--- config.mk ---
export PLATFORM = sky130hd
export DESIGN_NAME = websocket_frame_parser
export DESIGN_NICKNAME = d
export VERILOG_FILES = /design/src/rtl/wsfp_pkg.sv /design/src/rtl/wsfp_front.sv /design/src/rtl/wsfp_queue.sv /design/src/rtl/wsfp_back.sv /design/src/rtl/websocket_frame_parser.sv
export SDC_FILE = /design/constraint.sdc
export NUM_CORES = 1
export LEC_CHECK = 0
export CAP_MARGIN = 5
export CORE_ASPECT_RATIO = 1.4
export CORE_MARGIN = 2
export CORE_UTILIZATION = 55
export DETAILED_ROUTE_END_ITERATION = 7
export DONT_BUFFER_PORTS = 1
export PLACE_DENSITY = 0.78
export SLEW_MARGIN = 10
export SYNTH_ARGS = -nofsm -noshare
export SYNTH_HDL_FRONTEND = slang
export SYNTH_HIERARCHICAL = 1
export SYNTH_SLANG_ARGS = --single-unit
--- constraint.sdc ---
create_clock -name clock -period 15.21 [get_ports clock]
set_input_delay 3.042 -clock clock [delete_from_list [all_inputs] [get_ports clock]]
set_output_delay 3.042 -clock clock [all_outputs]
set_load 0.01 [all_outputs]
--- src/rtl/wsfp_pkg.sv ---
// ----------------------------------------------------------------------------
// WebSocket frame parser package
// Shared types and constants of the frame parser: parse phases, result kinds
// and the record that travels from the parser through the queue.
// ----------------------------------------------------------------------------
package wsfp_pkg;

   typedef enum logic [2:0] {
      PH_FIRST   = 3'd0,
      PH_SECOND  = 3'd1,
      PH_EXT16   = 3'd2,
      PH_EXT64   = 3'd3,
      PH_KEY     = 3'd4,
      PH_PAYLOAD = 3'd5,
      PH_DONE    = 3'd6
   } phase_type;

   localparam logic [1:0] KIND_HEADER  = 2'd0;
   localparam logic [1:0] KIND_PAYLOAD = 2'd1;
   localparam logic [1:0] KIND_ERROR   = 2'd2;

   localparam logic [6:0] LEN_EXT16 = 7'd126;
   localparam logic [6:0] LEN_EXT64 = 7'd127;

   localparam logic [3:0] EXT16_BYTES = 4'd2;
   localparam logic [3:0] EXT64_BYTES = 4'd8;
   localparam logic [3:0] KEY_BYTES   = 4'd4;

   typedef struct packed {
      logic [1:0]  kind;
      logic        fin;
      logic [3:0]  opcode;
      logic        masked;
      logic [63:0] payload_length;
      logic [7:0]  raw_byte;
      logic [7:0]  key_byte;
      logic        last;
   } entry_type;

endpackage

--- src/rtl/wsfp_front.sv ---
// ----------------------------------------------------------------------------
// Frame parser front end
// Accepts raw bytes, tracks the header and payload phases of the frame and
// pushes one classified record per byte that produces a result.
// ----------------------------------------------------------------------------
module wsfp_front (
   input  logic                clock,
   input  logic                reset,
   input  logic                req_valid,
   output logic                req_ready,
   input  logic [7:0]          req_in_byte,
   input  logic                req_end_of_buffer,
   input  logic                push_ready,
   output logic                push_valid,
   output wsfp_pkg::entry_type push_data
);

   wsfp_pkg::phase_type phase_ff, phase_in;
   logic [3:0]  count_ff, count_in;
   logic [63:0] length_ff, length_in;
   logic [31:0] key_ff, key_in;
   logic [63:0] remaining_ff, remaining_in;
   logic [1:0]  keypos_ff, keypos_in;
   logic        fin_ff, fin_in;
   logic [3:0]  opcode_ff, opcode_in;
   logic        masked_ff, masked_in;

   logic        accept;
   logic [6:0]  len7;
   logic        short_len;
   logic [3:0]  count_inc;
   logic [63:0] len_shift;
   logic        ext_done;
   logic        key_done;
   logic        hdr_emit;
   logic        pay_emit;
   logic        complete;
   wsfp_pkg::entry_type entry;

   assign req_ready = push_ready;
   assign accept    = req_valid && push_ready;
   assign len7      = req_in_byte[6:0];
   assign short_len = (len7 != wsfp_pkg::LEN_EXT16) && (len7 != wsfp_pkg::LEN_EXT64);
   assign count_inc = count_ff + 4'd1;
   assign len_shift = {length_ff[55:0], req_in_byte};
   assign ext_done  = ((phase_ff == wsfp_pkg::PH_EXT16) && (count_inc == wsfp_pkg::EXT16_BYTES))
                   || ((phase_ff == wsfp_pkg::PH_EXT64) && (count_inc == wsfp_pkg::EXT64_BYTES));
   assign key_done  = (phase_ff == wsfp_pkg::PH_KEY) && (count_inc == wsfp_pkg::KEY_BYTES);

   always_comb begin
      phase_in = phase_ff;
      if (accept) begin
         if (req_end_of_buffer) begin
            phase_in = wsfp_pkg::PH_FIRST;
         end else begin
            unique case (phase_ff)
               wsfp_pkg::PH_FIRST: begin
                  phase_in = wsfp_pkg::PH_SECOND;
               end
               wsfp_pkg::PH_SECOND: begin
                  if (len7 == wsfp_pkg::LEN_EXT16) begin
                     phase_in = wsfp_pkg::PH_EXT16;
                  end else if (len7 == wsfp_pkg::LEN_EXT64) begin
                     phase_in = wsfp_pkg::PH_EXT64;
                  end else if (req_in_byte[7]) begin
                     phase_in = wsfp_pkg::PH_KEY;
                  end else if (len7 == 7'd0) begin
                     phase_in = wsfp_pkg::PH_DONE;
                  end else begin
                     phase_in = wsfp_pkg::PH_PAYLOAD;
                  end
               end
               wsfp_pkg::PH_EXT16, wsfp_pkg::PH_EXT64: begin
                  if (ext_done) begin
                     if (masked_ff) begin
                        phase_in = wsfp_pkg::PH_KEY;
                     end else if (len_shift == 64'd0) begin
                        phase_in = wsfp_pkg::PH_DONE;
                     end else begin
                        phase_in = wsfp_pkg::PH_PAYLOAD;
                     end
                  end
               end
               wsfp_pkg::PH_KEY: begin
                  if (key_done) begin
                     phase_in = (length_ff == 64'd0) ? wsfp_pkg::PH_DONE
                                                     : wsfp_pkg::PH_PAYLOAD;
                  end
               end
               wsfp_pkg::PH_PAYLOAD: begin
                  if (remaining_ff == 64'd1) begin
                     phase_in = wsfp_pkg::PH_DONE;
                  end
               end
               wsfp_pkg::PH_DONE: begin
                  phase_in = wsfp_pkg::PH_DONE;
               end
               default: begin
                  phase_in = wsfp_pkg::PH_FIRST;
               end
            endcase
         end
      end
   end

   always_comb begin
      entry.kind           = wsfp_pkg::KIND_HEADER;
      entry.fin            = fin_ff;
      entry.opcode         = opcode_ff;
      entry.masked         = masked_ff;
      entry.payload_length = length_ff;
      entry.raw_byte       = 8'd0;
      entry.key_byte       = 8'd0;
      entry.last           = 1'b0;
      hdr_emit             = 1'b0;
      pay_emit             = 1'b0;
      complete             = 1'b0;
      unique case (phase_ff)
         wsfp_pkg::PH_SECOND: begin
            if (short_len && !req_in_byte[7]) begin
               hdr_emit             = 1'b1;
               entry.masked         = 1'b0;
               entry.payload_length = 64'(len7);
               entry.last           = (len7 == 7'd0);
            end
         end
         wsfp_pkg::PH_EXT16, wsfp_pkg::PH_EXT64: begin
            if (ext_done && !masked_ff) begin
               hdr_emit             = 1'b1;
               entry.payload_length = len_shift;
               entry.last           = (len_shift == 64'd0);
            end
         end
         wsfp_pkg::PH_KEY: begin
            if (key_done) begin
               hdr_emit   = 1'b1;
               entry.last = (length_ff == 64'd0);
            end
         end
         wsfp_pkg::PH_PAYLOAD: begin
            pay_emit       = 1'b1;
            entry.kind     = wsfp_pkg::KIND_PAYLOAD;
            entry.raw_byte = req_in_byte;
            entry.key_byte = key_ff[{~keypos_ff, 3'b000} +: 8];
            entry.last     = (remaining_ff == 64'd1);
         end
         wsfp_pkg::PH_DONE: begin
            complete = 1'b1;
         end
         default: begin
            complete = 1'b0;
         end
      endcase
      if ((hdr_emit || pay_emit) && entry.last) begin
         complete = 1'b1;
      end
      push_data  = entry;
      push_valid = accept && (hdr_emit || pay_emit);
      if (req_end_of_buffer && !complete) begin
         push_data.kind           = wsfp_pkg::KIND_ERROR;
         push_data.fin            = 1'b0;
         push_data.opcode         = 4'd0;
         push_data.masked         = 1'b0;
         push_data.payload_length = 64'd0;
         push_data.raw_byte       = 8'd0;
         push_data.key_byte       = 8'd0;
         push_data.last           = 1'b1;
         push_valid               = accept;
      end
   end

   always_comb begin
      count_in     = count_ff;
      length_in    = length_ff;
      key_in       = key_ff;
      remaining_in = remaining_ff;
      keypos_in    = keypos_ff;
      fin_in       = fin_ff;
      opcode_in    = opcode_ff;
      masked_in    = masked_ff;
      case (phase_ff)
         wsfp_pkg::PH_FIRST: begin
            fin_in    = req_in_byte[7];
            opcode_in = req_in_byte[3:0];
         end
         wsfp_pkg::PH_SECOND: begin
            masked_in    = req_in_byte[7];
            count_in     = 4'd0;
            length_in    = short_len ? 64'(len7) : 64'd0;
            key_in       = 32'd0;
            remaining_in = 64'(len7);
            keypos_in    = 2'd0;
         end
         wsfp_pkg::PH_EXT16, wsfp_pkg::PH_EXT64: begin
            length_in = len_shift;
            count_in  = ext_done ? 4'd0 : count_inc;
            if (ext_done) begin
               key_in       = 32'd0;
               remaining_in = len_shift;
               keypos_in    = 2'd0;
            end
         end
         wsfp_pkg::PH_KEY: begin
            key_in   = {key_ff[23:0], req_in_byte};
            count_in = count_inc;
            if (key_done) begin
               remaining_in = length_ff;
               keypos_in    = 2'd0;
            end
         end
         wsfp_pkg::PH_PAYLOAD: begin
            keypos_in    = keypos_ff + 2'd1;
            remaining_in = remaining_ff - 64'd1;
         end
         default: begin
            count_in = count_ff;
         end
      endcase
   end

   always_ff @(posedge clock) begin
      if (reset) begin
         phase_ff <= wsfp_pkg::PH_FIRST;
         count_ff <= 4'd0;
      end else begin
         phase_ff <= phase_in;
         if (accept) begin
            count_ff <= req_end_of_buffer ? 4'd0 : count_in;
         end
      end
   end

   always_ff @(posedge clock) begin
      if (accept) begin
         length_ff    <= length_in;
         key_ff       <= key_in;
         remaining_ff <= remaining_in;
         keypos_ff    <= keypos_in;
         fin_ff       <= fin_in;
         opcode_ff    <= opcode_in;
         masked_ff    <= masked_in;
      end
   end

endmodule

--- src/rtl/wsfp_queue.sv ---
// ----------------------------------------------------------------------------
// Frame parser record queue
// Small first-in first-out buffer that decouples the parser from the output
// stage so that each side can stall on its own.
// ----------------------------------------------------------------------------
module wsfp_queue #(
   parameter int DEPTH = 2
) (
   input  logic                clock,
   input  logic                reset,
   input  logic                push_valid,
   output logic                push_ready,
   input  wsfp_pkg::entry_type push_data,
   output logic                pop_valid,
   input  logic                pop_ready,
   output wsfp_pkg::entry_type pop_data
);

   localparam int AW = (DEPTH > 1) ? $clog2(DEPTH) : 1;
   localparam int CW = $clog2(DEPTH + 1);

   wsfp_pkg::entry_type entries_ff [DEPTH];
   logic [AW-1:0] wr_ptr_ff, wr_ptr_in;
   logic [AW-1:0] rd_ptr_ff, rd_ptr_in;
   logic [CW-1:0] count_ff, count_in;
   logic          push;
   logic          pop;

   assign push_ready = (count_ff != CW'(DEPTH));
   assign pop_valid  = (count_ff != '0);
   assign pop_data   = entries_ff[rd_ptr_ff];
   assign push       = push_valid && push_ready;
   assign pop        = pop_valid && pop_ready;

   always_comb begin
      wr_ptr_in = wr_ptr_ff;
      rd_ptr_in = rd_ptr_ff;
      count_in  = count_ff;
      if (push) begin
         wr_ptr_in = (wr_ptr_ff == AW'(DEPTH - 1)) ? '0 : wr_ptr_ff + AW'(1);
      end
      if (pop) begin
         rd_ptr_in = (rd_ptr_ff == AW'(DEPTH - 1)) ? '0 : rd_ptr_ff + AW'(1);
      end
      if (push && !pop) begin
         count_in = count_ff + CW'(1);
      end else if (pop && !push) begin
         count_in = count_ff - CW'(1);
      end
   end

   always_ff @(posedge clock) begin
      if (reset) begin
         wr_ptr_ff <= '0;
         rd_ptr_ff <= '0;
         count_ff  <= '0;
      end else begin
         wr_ptr_ff <= wr_ptr_in;
         rd_ptr_ff <= rd_ptr_in;
         count_ff  <= count_in;
      end
   end

   always_ff @(posedge clock) begin
      if (push) begin
         entries_ff[wr_ptr_ff] <= push_data;
      end
   end

endmodule

--- src/rtl/wsfp_back.sv ---
// ----------------------------------------------------------------------------
// Frame parser output stage
// Takes records from the queue, removes the mask from payload bytes and holds
// each result in the output register until its transfer.
// ----------------------------------------------------------------------------
module wsfp_back (
   input  logic                clock,
   input  logic                reset,
   input  logic                pop_valid,
   output logic                pop_ready,
   input  wsfp_pkg::entry_type pop_data,
   output logic                rsp_valid,
   input  logic                rsp_ready,
   output logic [1:0]          rsp_kind,
   output logic                rsp_fin,
   output logic [3:0]          rsp_opcode,
   output logic                rsp_masked,
   output logic [63:0]         rsp_payload_length,
   output logic [7:0]          rsp_data_byte,
   output logic                rsp_last
);

   logic        valid_ff, valid_in;
   logic [1:0]  kind_ff;
   logic        fin_ff;
   logic [3:0]  opcode_ff;
   logic        masked_ff;
   logic [63:0] length_ff;
   logic [7:0]  data_ff, data_in;
   logic        last_ff;
   logic        take;

   assign pop_ready = !valid_ff || rsp_ready;
   assign take      = pop_valid && pop_ready;
   assign valid_in  = take || (valid_ff && !rsp_ready);
   assign data_in   = pop_data.raw_byte ^ pop_data.key_byte;

   always_ff @(posedge clock) begin
      if (reset) begin
         valid_ff <= 1'b0;
      end else begin
         valid_ff <= valid_in;
      end
   end

   always_ff @(posedge clock) begin
      if (take) begin
         kind_ff   <= pop_data.kind;
         fin_ff    <= pop_data.fin;
         opcode_ff <= pop_data.opcode;
         masked_ff <= pop_data.masked;
         length_ff <= pop_data.payload_length;
         data_ff   <= data_in;
         last_ff   <= pop_data.last;
      end
   end

   assign rsp_valid          = valid_ff;
   assign rsp_kind           = kind_ff;
   assign rsp_fin            = fin_ff;
   assign rsp_opcode         = opcode_ff;
   assign rsp_masked         = masked_ff;
   assign rsp_payload_length = length_ff;
   assign rsp_data_byte      = data_ff;
   assign rsp_last           = last_ff;

endmodule

--- src/rtl/websocket_frame_parser.sv ---
// ----------------------------------------------------------------------------
// WebSocket frame parser
// Parses one frame per received buffer, a byte per transfer, and returns a
// header result, the unmasked payload bytes, or an incomplete-frame error.
// ----------------------------------------------------------------------------
// Channel  Dir  Ports
// req      in   req_valid, req_ready, req_in_byte, req_end_of_buffer
// rsp      out  rsp_valid, rsp_ready, rsp_kind, rsp_fin, rsp_opcode, rsp_masked,
//               rsp_payload_length, rsp_data_byte, rsp_last
//
// One byte is accepted every cycle while the queue has room; the parser decides
// its result in the cycle of the transfer and registers it in the queue.
// req_ready falls only while the QUEUE_DEPTH-entry queue is full, which
// happens when rsp_ready is held low. Reset returns the parser to the first
// header byte at once; there is no clearing pass.
// ----------------------------------------------------------------------------
module websocket_frame_parser #(
   parameter int QUEUE_DEPTH = 2
) (
   input  logic        clock,
   input  logic        reset,
   input  logic        req_valid,
   output logic        req_ready,
   input  logic [7:0]  req_in_byte,
   input  logic        req_end_of_buffer,
   output logic        rsp_valid,
   input  logic        rsp_ready,
   output logic [1:0]  rsp_kind,
   output logic        rsp_fin,
   output logic [3:0]  rsp_opcode,
   output logic        rsp_masked,
   output logic [63:0] rsp_payload_length,
   output logic [7:0]  rsp_data_byte,
   output logic        rsp_last
);

   logic                push_valid;
   logic                push_ready;
   wsfp_pkg::entry_type push_data;
   logic                pop_valid;
   logic                pop_ready;
   wsfp_pkg::entry_type pop_data;

   wsfp_front u_front (
      .clock             (clock),
      .reset             (reset),
      .req_valid         (req_valid),
      .req_ready         (req_ready),
      .req_in_byte       (req_in_byte),
      .req_end_of_buffer (req_end_of_buffer),
      .push_ready        (push_ready),
      .push_valid        (push_valid),
      .push_data         (push_data)
   );

   wsfp_queue #(
      .DEPTH (QUEUE_DEPTH)
   ) u_queue (
      .clock      (clock),
      .reset      (reset),
      .push_valid (push_valid),
      .push_ready (push_ready),
      .push_data  (push_data),
      .pop_valid  (pop_valid),
      .pop_ready  (pop_ready),
      .pop_data   (pop_data)
   );

   wsfp_back u_back (
      .clock              (clock),
      .reset              (reset),
      .pop_valid          (pop_valid),
      .pop_ready          (pop_ready),
      .pop_data           (pop_data),
      .rsp_valid          (rsp_valid),
      .rsp_ready          (rsp_ready),
      .rsp_kind           (rsp_kind),
      .rsp_fin            (rsp_fin),
      .rsp_opcode         (rsp_opcode),
      .rsp_masked         (rsp_masked),
      .rsp_payload_length (rsp_payload_length),
      .rsp_data_byte      (rsp_data_byte),
      .rsp_last           (rsp_last)
   );

`ifndef SYNTHESIS
   a_error_shape: assert property (@(posedge clock) disable iff (reset)
      rsp_valid && (rsp_kind == wsfp_pkg::KIND_ERROR)
      |-> rsp_last && (rsp_payload_length == 64'd0) && (rsp_data_byte == 8'd0))
      else $error("incomplete-frame result carries stray fields");

   a_header_last: assert property (@(posedge clock) disable iff (reset)
      rsp_valid && (rsp_kind == wsfp_pkg::KIND_HEADER)
      |-> (rsp_last == (rsp_payload_length == 64'd0)))
      else $error("header result last flag disagrees with its length");

   a_kind_code: assert property (@(posedge clock) disable iff (reset)
      rsp_valid |-> (rsp_kind == wsfp_pkg::KIND_HEADER)
                 || (rsp_kind == wsfp_pkg::KIND_PAYLOAD)
                 || (rsp_kind == wsfp_pkg::KIND_ERROR))
      else $error("result kind has no meaning");
`endif

endmodule

Word level (Yosys, flattened, before mapping)
Memories as Yosys holds them, arrays and structs flattened. A register that Yosys moved wholly into a read port is not among the register bits.
Cells that the tools add are included.
{ "totals": {"elab_cells": 147, "memories": 1, "mem_bits_rw": 178, "regBits": 261} }
{ "op_classes": {"n_shift": 1, "n_eq_ne": 20, "n_reduce_logical": 44, "add_sub_neg": 7, "bitwise_logic": 2, "muxes": 52} }
{ "mem_list": {"columns": ["memory", "words", "width", "read_ports", "rd_ports_with_merged_regs", "wr", "line", "text"], "rows": [
  ["u_queue.entries_ff", 2, 89, 1, 1, 1, "wsfp_queue.sv:22", "wsfp_pkg::entry_type entries_ff [DEPTH];"]
]} }
{ "op_table": {"columns": ["cell", "n"], "rows": [
  ["$pmux W64 S2", 2],
  ["$pmux W64 S4", 1],
  ["$mux W64", 3],
  ["$logic_not A64 Y1", 2],
  ["$pmux W32 S3", 1],
  ["$mux W89", 1],
  ["$mux W65", 1],
  ["$eq A64 B1 Y1 const B", 1],
  ["$sub A64 B1 Y64 const B", 1],
  ["$mux W32", 1],
  ["$shiftx A32 B6 Y8", 1],
  ["$mux W3", 8],
  ["$mux W1", 18],
  ["$pmux W3 S6", 1],
  ["$mux W16", 1],
  ["$logic_and A1 B1 Y1", 15],
  ["$eq A7 B7 Y1 const B", 2],
  ["$mux W2", 7],
  ["$ne A7 B7 Y1 const B", 2],
  ["$pmux W4 S3", 1],
  ["$eq A3 B3 Y1 const B", 3],
  ["$ne A3 B2 Y1 const B", 3],
  ["$mux W4", 2],
  ["$pmux W2 S4", 1],
  ["27 further kinds", 47]
]} }

Logic depth before layout (Yosys ltp)
Gate-level depths: netlist (run 1).
{ "depth": {"depth_word": 18, "mapped_depth": 13, "mapped_depth_nobuf": 12} }

Modules after synthesis
Netlist (run 1), hierarchy kept.
{ "by_module_without_submodules": {"columns": ["module", "cells_each", "area_each_um2", "instances"], "rows": [
  ["wsfp_front", 1056, 10400.0, 1],
  ["wsfp_queue", 301, 6676.4, 1],
  ["wsfp_back", 94, 2557.5, 1]
]} }

Least setup slack after synthesis (run 1)
OpenSTA, ideal clock, no wires.
{ "synth_timing": {"path_kind": "input -> register", "from": "in req_valid", "to": "reg u_front.length_ff[0], enable pin", "stages": 2, "path_buffers": 0, "arrival_ps": 7547, "setup_slack_ps": 7099, "cell_sequence": "nand2_1 > nor3_1"} }
{ "synth_via": {"elab_chain_cells": 2} }
{ "synth_rtl": {"columns": ["item", "line", "text"], "rows": [
  ["start: declaration", "websocket_frame_parser.sv:22", "input logic req_valid,"],
  ["$logic_and A1 B1 Y1", "wsfp_front.sv:41", "assign accept = req_valid && push_ready;"],
  ["$reduce_and A2 Y1 (no source line)", null, null],
  ["end signal: assignment", "wsfp_front.sv:235", "length_ff <= length_in;"],
  ["end: declaration", "wsfp_front.sv:20", "logic [63:0] length_ff, length_in;"]
]} }
Every way passes these cells.
A chain may end at the register's enable or synchronous reset.

Worst setup path in the final report (run 1)
{ "layout_timing": {"from": "in req_in_byte[6]", "to": "mem u_queue/entries_ff[0][47] (netlist name), enable pin"} }
{ "layout_via": {"elab_chain_cells": 14, "elab_cells_between_ends": 21, "classes_between": "2 x eq/ne; 9 x mux; 10 x reduce/logical"} }
{ "layout_rtl": {"columns": ["item", "line", "text"], "rows": [
  ["start: declaration", "websocket_frame_parser.sv:24", "input logic [7:0] req_in_byte,"],
  ["$ne A7 B7 Y1", "wsfp_front.sv:43", "assign short_len = (len7 != wsfp_pkg::LEN_EXT16) && (len7 != wsfp_pkg::LEN_EXT64);"],
  ["$logic_and A1 B1 Y1", "wsfp_front.sv:43", null],
  ["$logic_and A1 B1 Y1", "wsfp_front.sv:120", "if (short_len && !req_in_byte[7]) begin"],
  ["$mux W1", "wsfp_front.sv:120", null],
  ["$pmux W1 S3", "wsfp_front.sv:118", "unique case (phase_ff)"],
  ["$logic_or A1 B1 Y1", "wsfp_front.sv:154, wsfp_front.sv:158", null],
  ["$logic_and A1 B1 Y1", "wsfp_front.sv:154", "if ((hdr_emit || pay_emit) && entry.last) begin"],
  ["$mux W1", "wsfp_front.sv:154", null],
  ["$logic_not A1 Y1", "wsfp_front.sv:159", "if (req_end_of_buffer && !complete) begin"],
  ["$logic_and A1 B1 Y1", "wsfp_front.sv:159", null],
  ["$mux W1 (*)", "wsfp_front.sv:159", null],
  ["via push_valid", "websocket_frame_parser.sv:37", "logic push_valid;"],
  ["$logic_and A1 B1 Y1 (*)", "wsfp_queue.sv:32", "assign push = push_valid && push_ready;"],
  ["$mux W1 (*)", "wsfp_queue.sv:65", "if (push) begin"],
  ["$mux W1 (implied by the code) (*)", "wsfp_queue.sv:66", "entries_ff[wr_ptr_ff] <= push_data;"],
  ["end: declaration", "wsfp_queue.sv:22", null]
]} }
Mark *: on every way through the listed nets, which the timed path passes. The rest lies on a longest branch.

==> impl_metrics.py, run 1 <==
metrics = {
    "detailed_routing": {
        "dr.pass1.iters": 6,
        "detail-route-antenna-nets": 0,
        "drt_iter0_markers": 1797,
        "post_drt_via_cell_ratio": 6.543,
        "drc": 0,
        "routedWlPerCell_um": 24.09,
        "wl_um": 45620,
        "via_count": 12390,
    },
    "timing": {
        "clock.fmax_mhz": 173.1,
        "clock_skew_ns": 0.01542,
        "final_max_slew_viol_count": 0,
        "worst_slack_ns": 9.433,
        "fin_hold_ws_ns": 0.5088,
        "worst_slew_pin_slew_ns": 1.162,
        "report.final.setup_viol": 0,
        "finalSetupTns_ns": 0,
        "period_needed_ns": 5.777,
        "post-route-period-util_pct": 37.98,
        "relSlewSlack_pct": 21.82,
        "hold_viol_final": 0,
        "rsz0062_at_grt": "false",
    },
    "setup_path": {
        "ff2ff_path_depth": 9,
        "worstPathRequired_ns": 15.39,
        "crit_end": "u_queue/entries_ff[0][47]",
        "cp.arrival_ns": 5.95,
        "r2r-start": "u_front/phase_ff[2]",
        "cp-end-kind": "flop",
        "rrSetupSlack_ns": 10.53,
        "reg2reg_to": "u_queue/entries_ff[0][47]",
        "cp_max_fo": 72,
        "critPathKind": "input port to flop",
        "crit_start": "req_in_byte[6]",
        "start_kind": "input port",
    },
    "synth": {
        "synth_warnings": 6,
        "yosysSeqAreaShare_pct": 66.63,
        "synth_cells": 1451,
        "yosysUniqueCellTypes": 66,
        "synth-edff-count": 427,
        "synthArstFlopShare_pct": 0,
        "yosysTopAreaCell": "edfxtp_1",
        "synth.most_common_cell": "edfxtp_1",
        "synth_top_area_share_pct": 65.31,
        "syn_nets": 1470,
        "ys_ff_latch": 440,
        "synthTopCellsByArea": "edfxtp_1, mux2_2, o21ai_0",
        "synth_common_cells": "edfxtp_1, o21ai_0, nand2_1, a21oi_1, mux2_2",
        "synth_area_per_cell_um2": 13.53,
        "synth_ff_type": "edfxtp_1",
        "syn-cell-area_mm2": 0.01963,
    },
    "place": {
        "dp_hpwl_um": 28170,
        "portBuffers": 0,
        "dp.cells": 1829,
        "dp_slack_ns": 8.909,
        "placed_cell_area_mm2": 0.01996,
        "place.gp.congestion": 0.8666,
    },
    "die": {
        "die_h_um": 227.6,
        "placementRows": 81,
        "ios": 96,
        "dieArea_mm2": 0.03725,
        "initial_core_util_pct": 55.99,
        "fp.dieW_um": 163.7,
        "core_mm2": 0.03507,
    },
    "final_layout": {
        "fin_util_pct": 60.34,
        "multi_input_area_mm2": 0.006161,
        "drive_gt1_share_pct": 13.21,
        "nets": 1433,
        "instances_no_fill": 1894,
        "fill_cells": 2627,
        "diodes": 0,
        "area_delta_synth_final_pct": 7.775,
        "design_area_mm2": 0.02116,
        "regArea_mm2": 0.01309,
    },
    "grt": {
        "grt-ovfl-total": 0,
        "grt_pass1_wl_um": 70740,
        "antenna_found_initial": 1,
        "grt_pass1_vias": 12060,
        "grt_usage_pct": 24.76,
        "grt_max_degree": 89,
    },
    "cts": {
        "cts_hold_repair.buffers": 0,
        "h-tree-depth": 2,
        "numCtsBuffers": 39,
        "cts_tree": "yes",
        "cts_root_buf": "clkbuf_16",
        "clk_latency_ns": 0.55,
        "cts_setup_buffers": 0,
        "post_cts_resized": 0,
        "cts_buffer_depth": 3,
        "cts.sinks": 440,
        "clkTransAtPathRegs_ns": 0.06,
    },
    "power": {
        "p_per_area_mw_per_mm2": 144.1,
        "total_power_mw": 3.049,
        "p_leak_nw": 6.793,
        "vdd_ir_drop_max_mv": 0.09387,
    },
    "job": {
        "maxCapViolCount": 0,
    },
    "status": {
        "status": "complete, no violations",
    },
    "worst_hold_path": {
        "hp-class": "flop to flop",
    },
}
-- registers in the layout, indices dropped and copies added, names as in the netlist, named ones only --
register,cells
u_queue/entries_ff,178
u_back/rsp_payload_length,64
u_front/length_ff,64
u_front/remaining_ff,64
u_front/key_ff,32
u_back/rsp_data_byte,8
u_back/rsp_opcode,4
u_front/count_ff,4
u_front/opcode_ff,4
u_front/phase_ff,3
u_back/rsp_kind,2
u_front/keypos_ff,2
u_queue/count_ff,2
u_back/rsp_fin,1
u_back/rsp_last,1
u_back/rsp_masked,1
u_back/rsp_valid,1
u_front/fin_ff,1
u_front/masked_ff,1
u_queue/rd_ptr_ff,1
u_queue/wr_ptr_ff,1
-- layout by cell type, fill, tap and decap left out, types with 7 or more instances in the layout --
| cell | n |
|---|---|
| and2_1 | 60 |
| o21ai_0 | 122 |
| a22oi_1 | 58 |
| nor2b_1 | 10 |
| mux2_2 | 81 |
| nor2_1 | 48 |
| clkbuf_16 | 40 |
| or3_1 | 15 |
| a21oi_1 | 81 |
| and3_1 | 35 |
| xor2_1 | 32 |
| mux4_2 | 8 |
| nor3_1 | 23 |
| nand3_1 | 14 |
| nor4_1 | 32 |
| nand2b_1 | 9 |
| or4_1 | 13 |
| mux2_4 | 10 |
| clkinv_1 | 7 |
| edfxtp_1 | 427 |
| nor3b_1 | 8 |
| inv_1 | 7 |
| o21a_1 | 7 |
| buf_4 | 16 |
| nand4_1 | 9 |
| a2bb2oi_1 | 7 |
| xnor2_1 | 44 |
| clkbuf_1 | 8 |
| nand2_1 | 107 |
| dfxtp_1 | 11 |
-- worst min-delay path by stage --
| stage | from | end | slack (ns) | cells after the start |
|---|---|---|---|---|
| after floorplan | u_queue/count_ff[1] | u_queue/count_ff[1] | 0.47 | 2 |
| after global placement | u_queue/rd_ptr_ff | u_queue/rd_ptr_ff | 0.49 | 2 |
| after detailed placement | u_queue/rd_ptr_ff | flop | 0.49 | 2 |
| after CTS | u_queue/rd_ptr_ff | flop | 0.51 | 2 |
| after global routing | u_queue/rd_ptr_ff | flop | 0.53 | 2 |
| final | u_queue/rd_ptr_ff | flop | 0.51 | 2 |
-- critical path: stages --
cell,delay [ns]
nand2_1,0.06
nor3_1,0.45
nor3_1,0.15
a21oi_4,0.13
buf_4,0.57
o2111ai_1,0.16
nor2b_1,0.20
nand3b_1,0.18
clkinv_2,0.40
buf_4,0.54
-- metal layers --
layer,track usage (%),vias to the layer above,share of wire (%)
met5,0,-,0
met4,10.19,0,3.8
met3,3.334,111,8.3
met2,39.73,686,49
met1,34.38,6151,39
li1,-,5445,-
-- logic make-up (layout without fill, tap and decap cells) --
family	Yosys count	in the layout	share of synthesized area, %
DFF	440	440	66.63
and+or+nand+nor	417	417	11.54
AOI/OAI and AO/OA	307	307	9.266
muxes	103	103	6.532
buffers and inverters	102	89	2.256
xor gates and xnor gates	76	76	3.390
adders and majority gates	6	6	0.3824
-- power breakdown --
group          internal, mW  switching (mW)
Clock                 0.524           0.416
Combinational         0.151           0.237
Sequential             1.57           0.147
Total                  2.25           0.800
-- layout make-up --
class	count	share of cell area, %
clock buffers	50	5.002
clock inverters	15	0.6209
inverters	8	0.1478
multi-input cells	909	29.12
flip-flops and latches	440	61.85
well taps	456	2.696
repair buffers	16	0.5676
No activity file was read; power rests on OpenSTA's default activity.
==> run 2, diff against run 1 <==
Settings changed: ABC_AREA from default to 1.
Clock period 15.21 ns to 5.8 ns, I/O delays scaled along.
==> run 2 against run 1 <==
Against the previous run:
- cell area rose by 7.4%
- global-route usage fell by 0.73 points
- critical endpoint is now u_queue/count_ff[1]
- clock-buffer cell count fell by 2
- sequential power rose to 3.0 times the previous value
- hold slack improved by 0.0067 ns
- largest cell class unchanged
==> impl_metrics.py, run 2 <==
metrics = {
    "synth": {
        "yosysUniqueCellTypes": 44,
        "synth_top_area_share_pct": 61.04,
        "synth_warnings": 6,
        "synthArstFlopShare_pct": 0,
        "syn-cell-area_mm2": 0.02101,
        "synthTopCellsByArea": "edfxtp_1, nand2_1, nor2_1",
        "synth_ff_type": "edfxtp_1",
        "synth_area_per_cell_um2": 10.05,
        "synth-edff-count": 427,
        "synth_cells": 2091,
        "synth_common_cells": "edfxtp_1, nand2_1, nor2_1, inv_1, o21ai_0",
        "yosysTopAreaCell": "edfxtp_1",
        "synth.most_common_cell": "edfxtp_1",
        "yosysSeqAreaShare_pct": 62.28,
        "ys_ff_latch": 440,
        "syn_nets": 2110,
    },
    "timing": {
        "relSlewSlack_pct": 30.61,
        "clock_skew_ns": 0.02000,
        "clock.fmax_mhz": 262.1,
        "finalSetupTns_ns": 0,
        "worst_slew_pin_slew_ns": 1.041,
        "report.final.setup_viol": 0,
        "hold_viol_final": 0,
        "final_max_slew_viol_count": 0,
        "rsz0062_at_grt": "false",
        "post-route-period-util_pct": 65.79,
        "period_needed_ns": 3.816,
    },
    "grt": {
        "grt_max_degree": 90,
        "grt-ovfl-total": 0,
        "grt_pass1_wl_um": 75230,
        "grt_pass1_vias": 13930,
        "grt_usage_pct": 24.03,
        "antenna_found_initial": 0,
    },
    "final_layout": {
        "regArea_mm2": 0.01309,
        "drive_gt1_share_pct": 11.01,
        "final_common_cell": "edfxtp_1",
        "regMostFlops": "u_queue/entries_ff",
        "area_delta_synth_final_pct": 8.184,
        "fill_cells": 2963,
        "nets": 2097,
        "final_cell_mix": "edfxtp_1, nand2_1, nor2_1",
        "largest_register_ffs": 178,
        "diodes": 0,
        "multi_input_area_mm2": 0.006553,
        "design_area_mm2": 0.02273,
        "fin_util_pct": 60.40,
    },
    "die": {
        "initial_core_util_pct": 55.83,
        "core_mm2": 0.03763,
        "placementRows": 84,
        "dieArea_mm2": 0.03979,
        "die_h_um": 235.2,
        "ios": 96,
        "fp.dieW_um": 169.2,
    },
    "detailed_routing": {
        "drt_iter0_markers": 1805,
        "post_drt_via_cell_ratio": 5.693,
        "wl_um": 48120,
        "routedWlPerCell_um": 18.65,
        "dr.pass1.iters": 5,
        "drc": 0,
        "via_count": 14690,
        "detail-route-antenna-nets": 0,
    },
    "power": {
        "total_power_mw": 10.17,
        "vdd_ir_drop_max_mv": 0.2978,
        "p_per_area_mw_per_mm2": 447.7,
        "p_leak_nw": 8.909,
    },
    "setup_path": {
        "worstPathRequired_ns": 6.29,
        "cp_max_fo": 60,
        "start_kind": "flop",
        "cp.arrival_ns": 4.30,
        "critPathKind": "flop to flop",
        "cp-end-kind": "flop",
    },
    "place": {
        "place.gp.congestion": 0.9495,
        "portBuffers": 0,
        "dp_hpwl_um": 33150,
        "placed_cell_area_mm2": 0.02147,
    },
    "cts": {
        "numCtsBuffers": 40,
        "cts_tree": "yes",
        "clk_latency_ns": 0.56,
        "cts_root_buf": "clkbuf_16",
        "cts.sinks": 440,
        "cts_setup_buffers": 0,
        "h-tree-depth": 2,
        "post_cts_resized": 0,
        "cts_hold_repair.buffers": 0,
        "clkTransAtPathRegs_ns": 0.07,
        "cts_buffer_depth": 3,
    },
    "worst_hold_path": {
        "hp-class": "flop to flop",
    },
    "status": {
        "status": "complete, no violations",
    },
    "job": {
        "maxCapViolCount": 0,
    },
}
run 2: changes by cell type in the layout (fill, tap and decap cells not counted), moves of 42 or more:
cell,delta
nand2_1,+308
and2_1,-57
a22oi_1,-57
xnor2_1,-42
inv_1,+254
nand3_1,+96
nor2_1,+251
run 2: path summary, 6_finish.rpt:
| path | startpoint | to | slack [ns] | cells after the start |
|---|---|---|---|---|
| max reg2reg | u_front/phase_ff[2] | u_queue/count_ff[1] | 1.98 | 20 |
| max | u_front/phase_ff[2] | u_queue/count_ff[1] | 1.98 | 20 |
| min | u_front/count_ff[2] | u_front/count_ff[2] | 0.52 | 2 |
| min reg2reg | u_front/count_ff[2] | u_front/count_ff[2] | 0.52 | 2 |
run 2: routing by layer:
layer	GRT usage (%)	share of wire [%]
met3	3.060	7.5
met4	10.02	4.1
met5	0	0
met2	39.69	49
met1	32.20	40
run 2: cells by family after synthesis:
family | synth area share, %
AOI/OAI and AO/OA | 6.999
adders and majority gates | 0.3574
xor gates and xnor gates | 0.7505
DFF | 62.28
and+or+nand+nor | 17.79
muxes | 4.950
buffers and inverters | 6.879
run 2: where the power goes:
group,internal (mW),switching [mW]
clock network,1.40,1.15
logic,0.753,1.71
registers,4.64,0.518
run 2: worst max-delay path: stages, from the launching register on:
cell,delay [ns]
dfxtp_1,0.47
inv_2,0.15
nand3_1,0.11
nand2_1,0.05
buf_4,0.24
inv_2,0.09
buf_4,0.53
nor2_2,0.10
nand4_1,0.12
buf_4,0.45
nand4_1,0.13
o21ai_0,0.18
inv_1,0.06
nand2_1,0.21
inv_1,0.10
ha_1,0.33
inv_1,0.08
nand3_1,0.09
nand2_1,0.08
inv_1,0.04
nor2_1,0.10
run 2: per-stage QoR:
step / cells / setup slack (ns) / hold WS, ns
floorplan: 2091 / -0.4249 / 0.4645
global placement: 2509 / 2.127 / 0.4772
detailed placement: 2509 / 2.049 / 0.4861
CTS: 2581 / 2.052 / 0.5095
global route: 2581 / 1.670 / 0.5396
finish: 2581 / 1.984 / 0.5154
run 2: cell type report:
| class | instances | area share (%) |
|---|---|---|
| clock buffer | 48 | 4.625 |
| sequential | 440 | 57.58 |
| timing repair buffer | 17 | 0.6717 |
| multi-input combinational | 1290 | 28.83 |
| tap | 473 | 2.604 |
| inverter | 289 | 4.773 |
| clock inverter | 24 | 0.9084 |
